File: src/rtl/core/tdpf_pkg.sv
// ----------------------------------------------------------------------------
// tdpf_pkg
// Shared widths, defaults and types of the timed duplicate packet filter.
// ----------------------------------------------------------------------------
`default_nettype none

package tdpf_pkg;

   localparam int KEY_W           = 64;
   localparam int TIME_W          = 32;
   localparam int ENTRIES_DEFAULT = 16;

   localparam logic [TIME_W-1:0] TIMEOUT_RESET = 32'd30000;

   // one cache slot as stored in the entry memory
   typedef struct packed {
      logic [KEY_W-1:0]  key_high;
      logic [KEY_W-1:0]  key_low;
      logic [TIME_W-1:0] stamp;
   } entry_type;

   // what the scan controller hands back at the end of an item
   typedef struct packed {
      logic done;
      logic is_duplicate;
   } scan_result_type;

endpackage

`default_nettype wire

File: src/rtl/core/tdpf_req_if.sv
// ----------------------------------------------------------------------------
// tdpf_req_if
// Request channel: one packet key and the current millisecond time per beat.
// ----------------------------------------------------------------------------
`default_nettype none

interface tdpf_req_if;
   logic                            valid;
   logic                            ready;
   logic [tdpf_pkg::KEY_W-1:0]      key_high;
   logic [tdpf_pkg::KEY_W-1:0]      key_low;
   logic [tdpf_pkg::TIME_W-1:0]     now_ms;

   modport source (output valid, output key_high, output key_low, output now_ms,
                   input ready);
   modport sink   (input valid, input key_high, input key_low, input now_ms,
                   output ready);
endinterface

`default_nettype wire

File: src/rtl/core/tdpf_rsp_if.sv
// ----------------------------------------------------------------------------
// tdpf_rsp_if
// Response channel: one duplicate flag per beat.
// ----------------------------------------------------------------------------
`default_nettype none

interface tdpf_rsp_if;
   logic valid;
   logic ready;
   logic is_duplicate;

   modport source (output valid, output is_duplicate, input ready);
   modport sink   (input valid, input is_duplicate, output ready);
endinterface

`default_nettype wire

File: src/rtl/core/tdpf_entry_ram.sv
// ----------------------------------------------------------------------------
// tdpf_entry_ram
// Single-port-write, single-port-read entry memory with registered read data.
// ----------------------------------------------------------------------------
`default_nettype none

module tdpf_entry_ram #(
   parameter int ENTRIES = tdpf_pkg::ENTRIES_DEFAULT,
   localparam int IDX_W  = (ENTRIES > 1) ? $clog2(ENTRIES) : 1
) (
   input  wire logic                clock,
   input  wire logic                rd_en,
   input  wire logic [IDX_W-1:0]    rd_addr,
   output tdpf_pkg::entry_type      rd_data,
   input  wire logic                wr_en,
   input  wire logic [IDX_W-1:0]    wr_addr,
   input  wire tdpf_pkg::entry_type wr_data
);

   tdpf_pkg::entry_type mem [ENTRIES];
   tdpf_pkg::entry_type rd_data_ff;

   always_ff @(posedge clock) begin
      if (wr_en) begin
         mem[wr_addr] <= wr_data;
      end
   end

   always_ff @(posedge clock) begin
      if (rd_en) begin
         rd_data_ff <= mem[rd_addr];
      end
   end

   assign rd_data = rd_data_ff;

endmodule

`default_nettype wire

File: src/rtl/core/tdpf_scan_ctrl.sv
// ----------------------------------------------------------------------------
// tdpf_scan_ctrl
// Walks the entry memory once per item: expires old slots, looks for the key,
// then inserts it at the ring pointer on a miss. Holds the valid bits.
// ----------------------------------------------------------------------------
`default_nettype none

module tdpf_scan_ctrl #(
   parameter int ENTRIES = tdpf_pkg::ENTRIES_DEFAULT,
   localparam int IDX_W  = (ENTRIES > 1) ? $clog2(ENTRIES) : 1
) (
   input  wire logic                          clock,
   input  wire logic                          reset,
   input  wire logic                          start,
   input  wire logic                          out_free,
   input  wire logic [tdpf_pkg::KEY_W-1:0]    key_high,
   input  wire logic [tdpf_pkg::KEY_W-1:0]    key_low,
   input  wire logic [tdpf_pkg::TIME_W-1:0]   now_ms,
   input  wire logic [tdpf_pkg::TIME_W-1:0]   timeout_ms,
   output logic                               idle,
   output tdpf_pkg::scan_result_type          result,
   output logic                               rd_en,
   output logic [IDX_W-1:0]                   rd_addr,
   input  wire tdpf_pkg::entry_type           rd_data,
   output logic                               wr_en,
   output logic [IDX_W-1:0]                   wr_addr,
   output tdpf_pkg::entry_type                wr_data
);

   localparam logic [1:0] ST_IDLE  = 2'd0;
   localparam logic [1:0] ST_SCAN  = 2'd1;
   localparam logic [1:0] ST_LAST  = 2'd2;
   localparam logic [1:0] ST_WRITE = 2'd3;

   localparam logic [IDX_W-1:0] LAST_IDX = IDX_W'(ENTRIES - 1);

   logic [1:0]               state_ff, state_in;
   logic [IDX_W-1:0]         scan_idx_ff, scan_idx_in;
   logic [IDX_W-1:0]         cmp_idx_ff;
   logic                     cmp_vld_ff;
   logic                     hit_ff, hit_in;
   logic [IDX_W-1:0]         ptr_ff, ptr_in;
   logic [ENTRIES-1:0]       valid_ff, valid_in;

   logic [tdpf_pkg::TIME_W-1:0] age;
   logic                        slot_valid;
   logic                        expired;
   logic                        key_match;
   logic                        insert;

   // compare stage works on the entry read in the previous cycle
   assign age        = now_ms - rd_data.stamp;
   assign expired    = age > timeout_ms;
   assign key_match  = (rd_data.key_high == key_high) && (rd_data.key_low == key_low);
   assign slot_valid = valid_ff[cmp_idx_ff];

   assign insert = (state_ff == ST_WRITE) && out_free && !hit_ff;

   always_comb begin
      state_in    = state_ff;
      scan_idx_in = scan_idx_ff;
      hit_in      = hit_ff;
      ptr_in      = ptr_ff;
      valid_in    = valid_ff;

      if (cmp_vld_ff && slot_valid) begin
         if (expired) begin
            valid_in[cmp_idx_ff] = 1'b0;
         end else if (key_match) begin
            hit_in = 1'b1;
         end
      end

      case (state_ff)
         ST_IDLE: begin
            if (start) begin
               state_in    = ST_SCAN;
               scan_idx_in = '0;
               hit_in      = 1'b0;
            end
         end
         ST_SCAN: begin
            scan_idx_in = scan_idx_ff + 1'b1;
            if (scan_idx_ff == LAST_IDX) begin
               state_in = ST_LAST;
            end
         end
         ST_LAST: begin
            state_in = ST_WRITE;
         end
         ST_WRITE: begin
            if (out_free) begin
               state_in = ST_IDLE;
               if (!hit_ff) begin
                  valid_in[ptr_ff] = 1'b1;
                  ptr_in = (ptr_ff == LAST_IDX) ? '0 : ptr_ff + 1'b1;
               end
            end
         end
         default: begin
            state_in = ST_IDLE;
         end
      endcase
   end

   always_ff @(posedge clock) begin
      if (reset) begin
         state_ff   <= ST_IDLE;
         cmp_vld_ff <= 1'b0;
         hit_ff     <= 1'b0;
         ptr_ff     <= '0;
         valid_ff   <= '0;
      end else begin
         state_ff   <= state_in;
         cmp_vld_ff <= (state_ff == ST_SCAN);
         hit_ff     <= hit_in;
         ptr_ff     <= ptr_in;
         valid_ff   <= valid_in;
      end
   end

   always_ff @(posedge clock) begin
      scan_idx_ff <= scan_idx_in;
      cmp_idx_ff  <= scan_idx_ff;
   end

   assign idle    = (state_ff == ST_IDLE);
   assign rd_en   = (state_ff == ST_SCAN);
   assign rd_addr = scan_idx_ff;

   assign wr_en            = insert;
   assign wr_addr          = ptr_ff;
   assign wr_data.key_high = key_high;
   assign wr_data.key_low  = key_low;
   assign wr_data.stamp    = now_ms;

   assign result.done         = (state_ff == ST_WRITE) && out_free;
   assign result.is_duplicate = hit_ff;

endmodule

`default_nettype wire

File: src/rtl/core/timed_duplicate_packet_filter_unit.sv
// ----------------------------------------------------------------------------
// timed_duplicate_packet_filter_unit
// Ring cache of recent packet keys with age-based expiry; flags duplicates.
// ----------------------------------------------------------------------------
//  channel | dir | handshake       | payload
//  req     | in  | valid / ready   | key_high[63:0], key_low[63:0], now_ms[31:0]
//  rsp     | out | valid / ready   | is_duplicate
//  csr     | in  | csr_wr_en       | csr_wr_data[31:0] (timeout_ms)
//
//  an item: accept, one memory read per entry, compare drain, write-back
//  the entry memory read port sets the pace; one item is in the scan at a time
//  the response register frees the scan: a new beat is taken while a result waits
//  a result stalled on rsp holds the next item in its write-back cycle
//  reset clears valid bits, ring pointer and sets timeout_ms to 30000
// ----------------------------------------------------------------------------
`default_nettype none

module timed_duplicate_packet_filter_unit #(
   parameter int ENTRIES = tdpf_pkg::ENTRIES_DEFAULT
) (
   input  wire logic                          clock,
   input  wire logic                          reset,
   tdpf_req_if.sink                           req,
   tdpf_rsp_if.source                         rsp,
   input  wire logic                          csr_wr_en,
   input  wire logic [tdpf_pkg::TIME_W-1:0]   csr_wr_data
);

   localparam int IDX_W = (ENTRIES > 1) ? $clog2(ENTRIES) : 1;

   logic [tdpf_pkg::KEY_W-1:0]  key_high_ff;
   logic [tdpf_pkg::KEY_W-1:0]  key_low_ff;
   logic [tdpf_pkg::TIME_W-1:0] now_ff;
   logic [tdpf_pkg::TIME_W-1:0] timeout_ff;
   logic                        rsp_valid_ff, rsp_valid_in;
   logic                        rsp_dup_ff;

   logic                        idle;
   logic                        req_beat;
   logic                        out_free;
   tdpf_pkg::scan_result_type   result;

   logic                        rd_en;
   logic [IDX_W-1:0]            rd_addr;
   tdpf_pkg::entry_type         rd_data;
   logic                        wr_en;
   logic [IDX_W-1:0]            wr_addr;
   tdpf_pkg::entry_type         wr_data;

   assign req.ready = idle;
   assign req_beat  = req.valid && idle;
   assign out_free  = !rsp_valid_ff || rsp.ready;

   always_ff @(posedge clock) begin
      if (req_beat) begin
         key_high_ff <= req.key_high;
         key_low_ff  <= req.key_low;
         now_ff      <= req.now_ms;
      end
   end

   always_ff @(posedge clock) begin
      if (reset) begin
         timeout_ff <= tdpf_pkg::TIMEOUT_RESET;
      end else if (csr_wr_en) begin
         timeout_ff <= csr_wr_data;
      end
   end

   always_comb begin
      rsp_valid_in = rsp_valid_ff && !rsp.ready;
      if (result.done) begin
         rsp_valid_in = 1'b1;
      end
   end

   always_ff @(posedge clock) begin
      if (reset) begin
         rsp_valid_ff <= 1'b0;
      end else begin
         rsp_valid_ff <= rsp_valid_in;
      end
   end

   always_ff @(posedge clock) begin
      if (result.done) begin
         rsp_dup_ff <= result.is_duplicate;
      end
   end

   assign rsp.valid        = rsp_valid_ff;
   assign rsp.is_duplicate = rsp_dup_ff;

   tdpf_scan_ctrl #(
      .ENTRIES (ENTRIES)
   ) u_scan_ctrl (
      .clock      (clock),
      .reset      (reset),
      .start      (req_beat),
      .out_free   (out_free),
      .key_high   (key_high_ff),
      .key_low    (key_low_ff),
      .now_ms     (now_ff),
      .timeout_ms (timeout_ff),
      .idle       (idle),
      .result     (result),
      .rd_en      (rd_en),
      .rd_addr    (rd_addr),
      .rd_data    (rd_data),
      .wr_en      (wr_en),
      .wr_addr    (wr_addr),
      .wr_data    (wr_data)
   );

   tdpf_entry_ram #(
      .ENTRIES (ENTRIES)
   ) u_entry_ram (
      .clock   (clock),
      .rd_en   (rd_en),
      .rd_addr (rd_addr),
      .rd_data (rd_data),
      .wr_en   (wr_en),
      .wr_addr (wr_addr),
      .wr_data (wr_data)
   );

endmodule

`default_nettype wire

File: src/flat_wrapper.sv
// flat-port wrapper written by rule: the top's interface ports become plain ports
module timed_duplicate_packet_filter_unit_flat 
#(
   parameter int ENTRIES = tdpf_pkg::ENTRIES_DEFAULT
)
  (clock, reset, csr_wr_en, csr_wr_data, req_valid, req_key_high, req_key_low, req_now_ms, req_ready, rsp_valid, rsp_is_duplicate, rsp_ready);
  tdpf_req_if req_i ();
  tdpf_rsp_if rsp_i ();
  input  wire logic clock;
  input  wire logic reset;
  input  wire logic csr_wr_en;
  input  wire logic [tdpf_pkg::TIME_W-1:0] csr_wr_data;
  input wire logic [$bits(req_i.valid)-1:0] req_valid;
  input wire logic [$bits(req_i.key_high)-1:0] req_key_high;
  input wire logic [$bits(req_i.key_low)-1:0] req_key_low;
  input wire logic [$bits(req_i.now_ms)-1:0] req_now_ms;
  output wire logic [$bits(req_i.ready)-1:0] req_ready;
  output wire logic [$bits(rsp_i.valid)-1:0] rsp_valid;
  output wire logic [$bits(rsp_i.is_duplicate)-1:0] rsp_is_duplicate;
  input wire logic [$bits(rsp_i.ready)-1:0] rsp_ready;
  assign req_i.valid = req_valid;
  assign req_i.key_high = req_key_high;
  assign req_i.key_low = req_key_low;
  assign req_i.now_ms = req_now_ms;
  assign req_ready = req_i.ready;
  assign rsp_valid = rsp_i.valid;
  assign rsp_is_duplicate = rsp_i.is_duplicate;
  assign rsp_i.ready = rsp_ready;
  timed_duplicate_packet_filter_unit #(.ENTRIES(ENTRIES)) u_core (.clock(clock), .reset(reset), .req(req_i), .rsp(rsp_i), .csr_wr_en(csr_wr_en), .csr_wr_data(csr_wr_data));
endmodule
File: config.mk
export PLATFORM = sky130hd
export DESIGN_NAME = timed_duplicate_packet_filter_unit_flat
export DESIGN_NICKNAME = d
export VERILOG_FILES = /design/src/rtl/core/tdpf_pkg.sv /design/src/rtl/core/tdpf_req_if.sv /design/src/rtl/core/tdpf_rsp_if.sv /design/src/rtl/core/tdpf_entry_ram.sv /design/src/rtl/core/tdpf_scan_ctrl.sv /design/src/rtl/core/timed_duplicate_packet_filter_unit.sv /design/src/flat_wrapper.sv
export SDC_FILE = /design/constraint.sdc
export NUM_CORES = 2
export LEC_CHECK = 0
export ABC_CLOCK_PERIOD_IN_PS = 21100
export BUFFER_PORTS_ARGS = -buffer_cell sky130_fd_sc_hd__clkbuf_2
export CAP_MARGIN = 20
export CORE_MARGIN = 3
export CORE_UTILIZATION = 25
export CTS_BUF_LIST = sky130_fd_sc_hd__clkbuf_8
export DETAILED_ROUTE_END_ITERATION = 8
export SLEW_MARGIN = 20
export SYNTH_ARGS = -nofsm -noshare
export SYNTH_HDL_FRONTEND = slang
export SYNTH_SLANG_ARGS = --single-unit
File: constraint.sdc
create_clock -name clock -period 21.1 [get_ports clock]
set_input_delay 4.22 -clock clock [delete_from_list [all_inputs] [get_ports clock]]
set_output_delay 4.22 -clock clock [all_outputs]
set_load 0.01 [all_outputs]
==> results.json <==
{
  "antenna_found_initial": 57,
  "viasPerCell": 4.462,
  "p_leak_nw": 39.91,
  "synth_edf_count": 2885,
  "fin_skew_ns": 0.1308,
  "num_io_pins": 200,
  "root_buffer": "clkbuf_8",
  "cp_slowest_stage_delay_ns": 0.98,
  "ctsHoldBuffers": 0,
  "synth-warning-count": 0,
  "syn_area_sq_um": 112200,
  "die_x_microns": 676.0,
  "grt_pass1_wl_mm": 393.8,
  "period_needed_ns": 7.940,
  "yosysSeqAreaShare": 0.7828,
  "remaining_drc_errors": 0,
  "fmax_mhz": 125.9,
  "tightest_slew_ns": 1.146,
  "relSlewSlack": 0.2361,
  "critPathSlowestCell": "buf_4",
  "power.density_nw_per_um2": 125.4,
  "hold_path.class": "flop to flop",
  "cts_num_sinks": 2946,
  "fin_tns_setup_ns": 0,
  "tritoncts": "done",
  "drtIter0Drc": 5329,
  "critPathLaunchType": "input pin",
  "fp.dieH_microns": 676.0,
  "postCtsSetupBuffers": 0,
  "required_ns": 21.66,
  "post_synth.cell_area_avg_sq_um": 23.94,
  "critPathMostFrequentCell": "nor2b_1",
  "yosysTopAreaCellShare": 0.7719,
  "outcome": "complete, no violations",
  "core-area_sq_um": 446300,
  "io_buffers": 199,
  "rsz0062_at_grt": "false",
  "std_cell_rows": 245,
  "finalNetCount": 5518,
  "h-tree-depth": 5,
  "dpl_worst_slack_ns": 12.17,
  "drt-pass1-iter-count": 7,
  "ir_drop_uv": 104.9,
  "utilization": 0.2890,
  "critPathMaxFanout": 53,
  "finalCritPeriodShare": 0.3763,
  "ys_top_cells_by_area": "edfxtp_1 (77%), mux4_2 (16%), dfxtp_1 (1.1%), xnor2_1 (0.97%), ha_1 (0.80%)",
  "die_area_sq_um": 457000,
  "ant_nets": 0,
  "cts-buffers-inserted": 455,
  "syn2layout_area_growth_pct": 14.93,
  "syn-num-nets": 4958,
  "grt_max_degree": 132,
  "grt_overflow": 0,
  "finalHoldViolations": 0,
  "slew_violations": 0,
  "globalRouteTotalUtil": 0.1177,
  "cp.arrival_ns": 8.50,
  "num_vias": 51440,
  "clock_latency_ns": 1.03,
  "ys.flop_type": "edfxtp_1",
  "setup_viol": 0,
  "yosysUniqueCellTypes": 58,
  "place_congestion": 0.7572,
  "grt_pass1_vias": 53860,
  "drv_cap": 0,
  "n_fill_cell": 43360,
  "clk_pin_slew_ns": 0.06,
  "final_area_sq_um": 129000,
  "drt-total-wl_mm": 275.1,
  "wl_per_cell_microns": 23.87,
  "ys_seq_elements": 2946,
  "fin_cells": 11530,
  "endpoint_kind": "flop",
  "dp.cells": 10720,
  "hpwl_mm": 154.7,
  "synthCells": 4688,
  "path_cells": "clkbuf_2 -> nor2b_1 -> nor2b_1 -> nor2b_1 -> nand2_1 -> nor2_4 -> buf_4 -> buf_4",
  "synth.largest_area_cell": "edfxtp_1",
  "dpl_cell_area_sq_um": 120700,
  "cts.repair.resized": 0,
  "async_flop_share": 0,
  "finalWorstSetupSlack_ns": 13.16,
  "drive_above_1_share": 0.3028,
  "cts_buffer_depth": 4,
  "critPathKind": "input pin to flop",
  "start_util": 0.2515
}
[cells in the mapped netlist (all sizes together), types with 12 or more instances]
library cell  count
edfxtp         2885
mux4            804
xnor2           124
buf             103
clkbuf           96
nor2             90
inv              79
ha               72
dfxtp            61
a21oi            48
nand4            41
xor2             38
nand2            33
mux2i            27
o21ai            26
a21o             22
o211ai           15
a211oi           14
nor4             12
[layout make-up]
cell class                      instances  area (sq um)  share of cell area
Sequential cell                      2946         87850              0.6811
Multi-Input combinational cell       1464         23110              0.1792
Tap cell                             5928          7417             0.05750
Clock buffer                          469          6455             0.05004
Timing Repair Buffer                  302          1997             0.01548
Clock inverter                        338          1856             0.01438
Inverter                               79         296.5            0.002299
Antenna cell                            2         5.005          0.00003880
[power by group]
part           switching [mW]  total, mW  leakage (nW)  internal, mW
registers               0.465       7.63          26.6          7.16
clock network            2.19       4.42          4.75          2.23
logic                    2.16       4.13          8.58          1.97
total                    4.82       16.2          39.9          11.4
[kinds of logic (layout without fill, tap and decap cells)]
group,count (synthesis),count (layout),share of synthesized area
multiplexers,834,834,0.1640
AND/OR/NAND/NOR,234,234,0.01027
buffers and inverters,278,1188,0.01256
AO/OA/AOI/OAI,161,161,0.009509
other,0,2,0
XOR/XNOR,162,162,0.01264
flip-flops,2946,2946,0.7828
adder cells (fa/ha/maj),73,73,0.008205
[layer usage]
metal	routed length, microns	global-route usage	share of wire
met1	120000	0.1644	0.44
met2	132400	0.1926	0.48
met3	17550	0.02088	0.064
met4	5134	0.02437	0.019
met5	123	0	0.00045
[layout by cell type (no fill, tap or decap), types with 14 or more instances in the layout]
master / instances
dfxtp_1: 61
clkbuf_2: 199
xor2_1: 38
edfxtp_1: 2885
o21ai_0: 21
mux2i_1: 27
clkinv_2: 56
clkbuf_8: 469
buf_4: 86
nand2_1: 33
clkinv_1: 118
bufinv_16: 14
mux4_2: 804
buf_12: 15
nor2_1: 78
inv_1: 208
nand4_1: 41
a21o_1: 21
ha_1: 71
xnor2_1: 124
o211ai_1: 15
a21oi_1: 48
[critical path: cells and delay by family]
kind                   cells  cell delay (ns)
buffers and inverters      3             1.84
AND/OR/NAND/NOR            5             2.30
[path summary, 6_finish.rpt]
kind / start / endpoint / slack (ns) / cells past startpoint
worst min-delay path: u_core.timeout_ff[15]$_SDFFE_PP0P_ / u_core.timeout_ff[15]$_SDFFE_PP0P_ / 0.50 / 2
worst min register to register: u_core.timeout_ff[15]$_SDFFE_PP0P_ / u_core.timeout_ff[15]$_SDFFE_PP0P_ / 0.50 / 2
worst max-delay path: rsp_ready / u_core.u_entry_ram.mem[15][131]$_DFFE_PP_ / 13.16 / 8
worst max register to register: u_core.now_ff[12]$_DFFE_PP_ / u_core.u_scan_ctrl.hit_ff$_SDFF_PP0_ / 15.37 / 16
[stage by stage]
step | power [mW] | hold WS (ns)
2_1_floorplan | 10.64 | 0.3427
3_3_place_gp | 11.87 | 0.4812
3_5_place_dp | 11.95 | 0.4870
4_1_cts | 16.40 | 0.5028
5_1_grt | 16.93 | 0.5174
6_report | 16.18 | 0.4983
[sequential cells by signal (all words and copies together) (netlist names), 2 cells and up]
signal	count
u_core.u_scan_ctrl.valid_ff	16
u_core.timeout_ff	32
u_core.u_scan_ctrl.wr_addr	4
u_core.key_low_ff	64
u_core.u_entry_ram.rd_data	160
u_core.u_scan_ctrl.cmp_idx_ff	4
u_core.u_entry_ram.mem	2560
u_core.u_scan_ctrl.rd_addr	4
u_core.key_high_ff	64
u_core.now_ff	32
u_core.u_scan_ctrl.state_ff	2
Note: power is estimated with default switching activity, not from simulation.
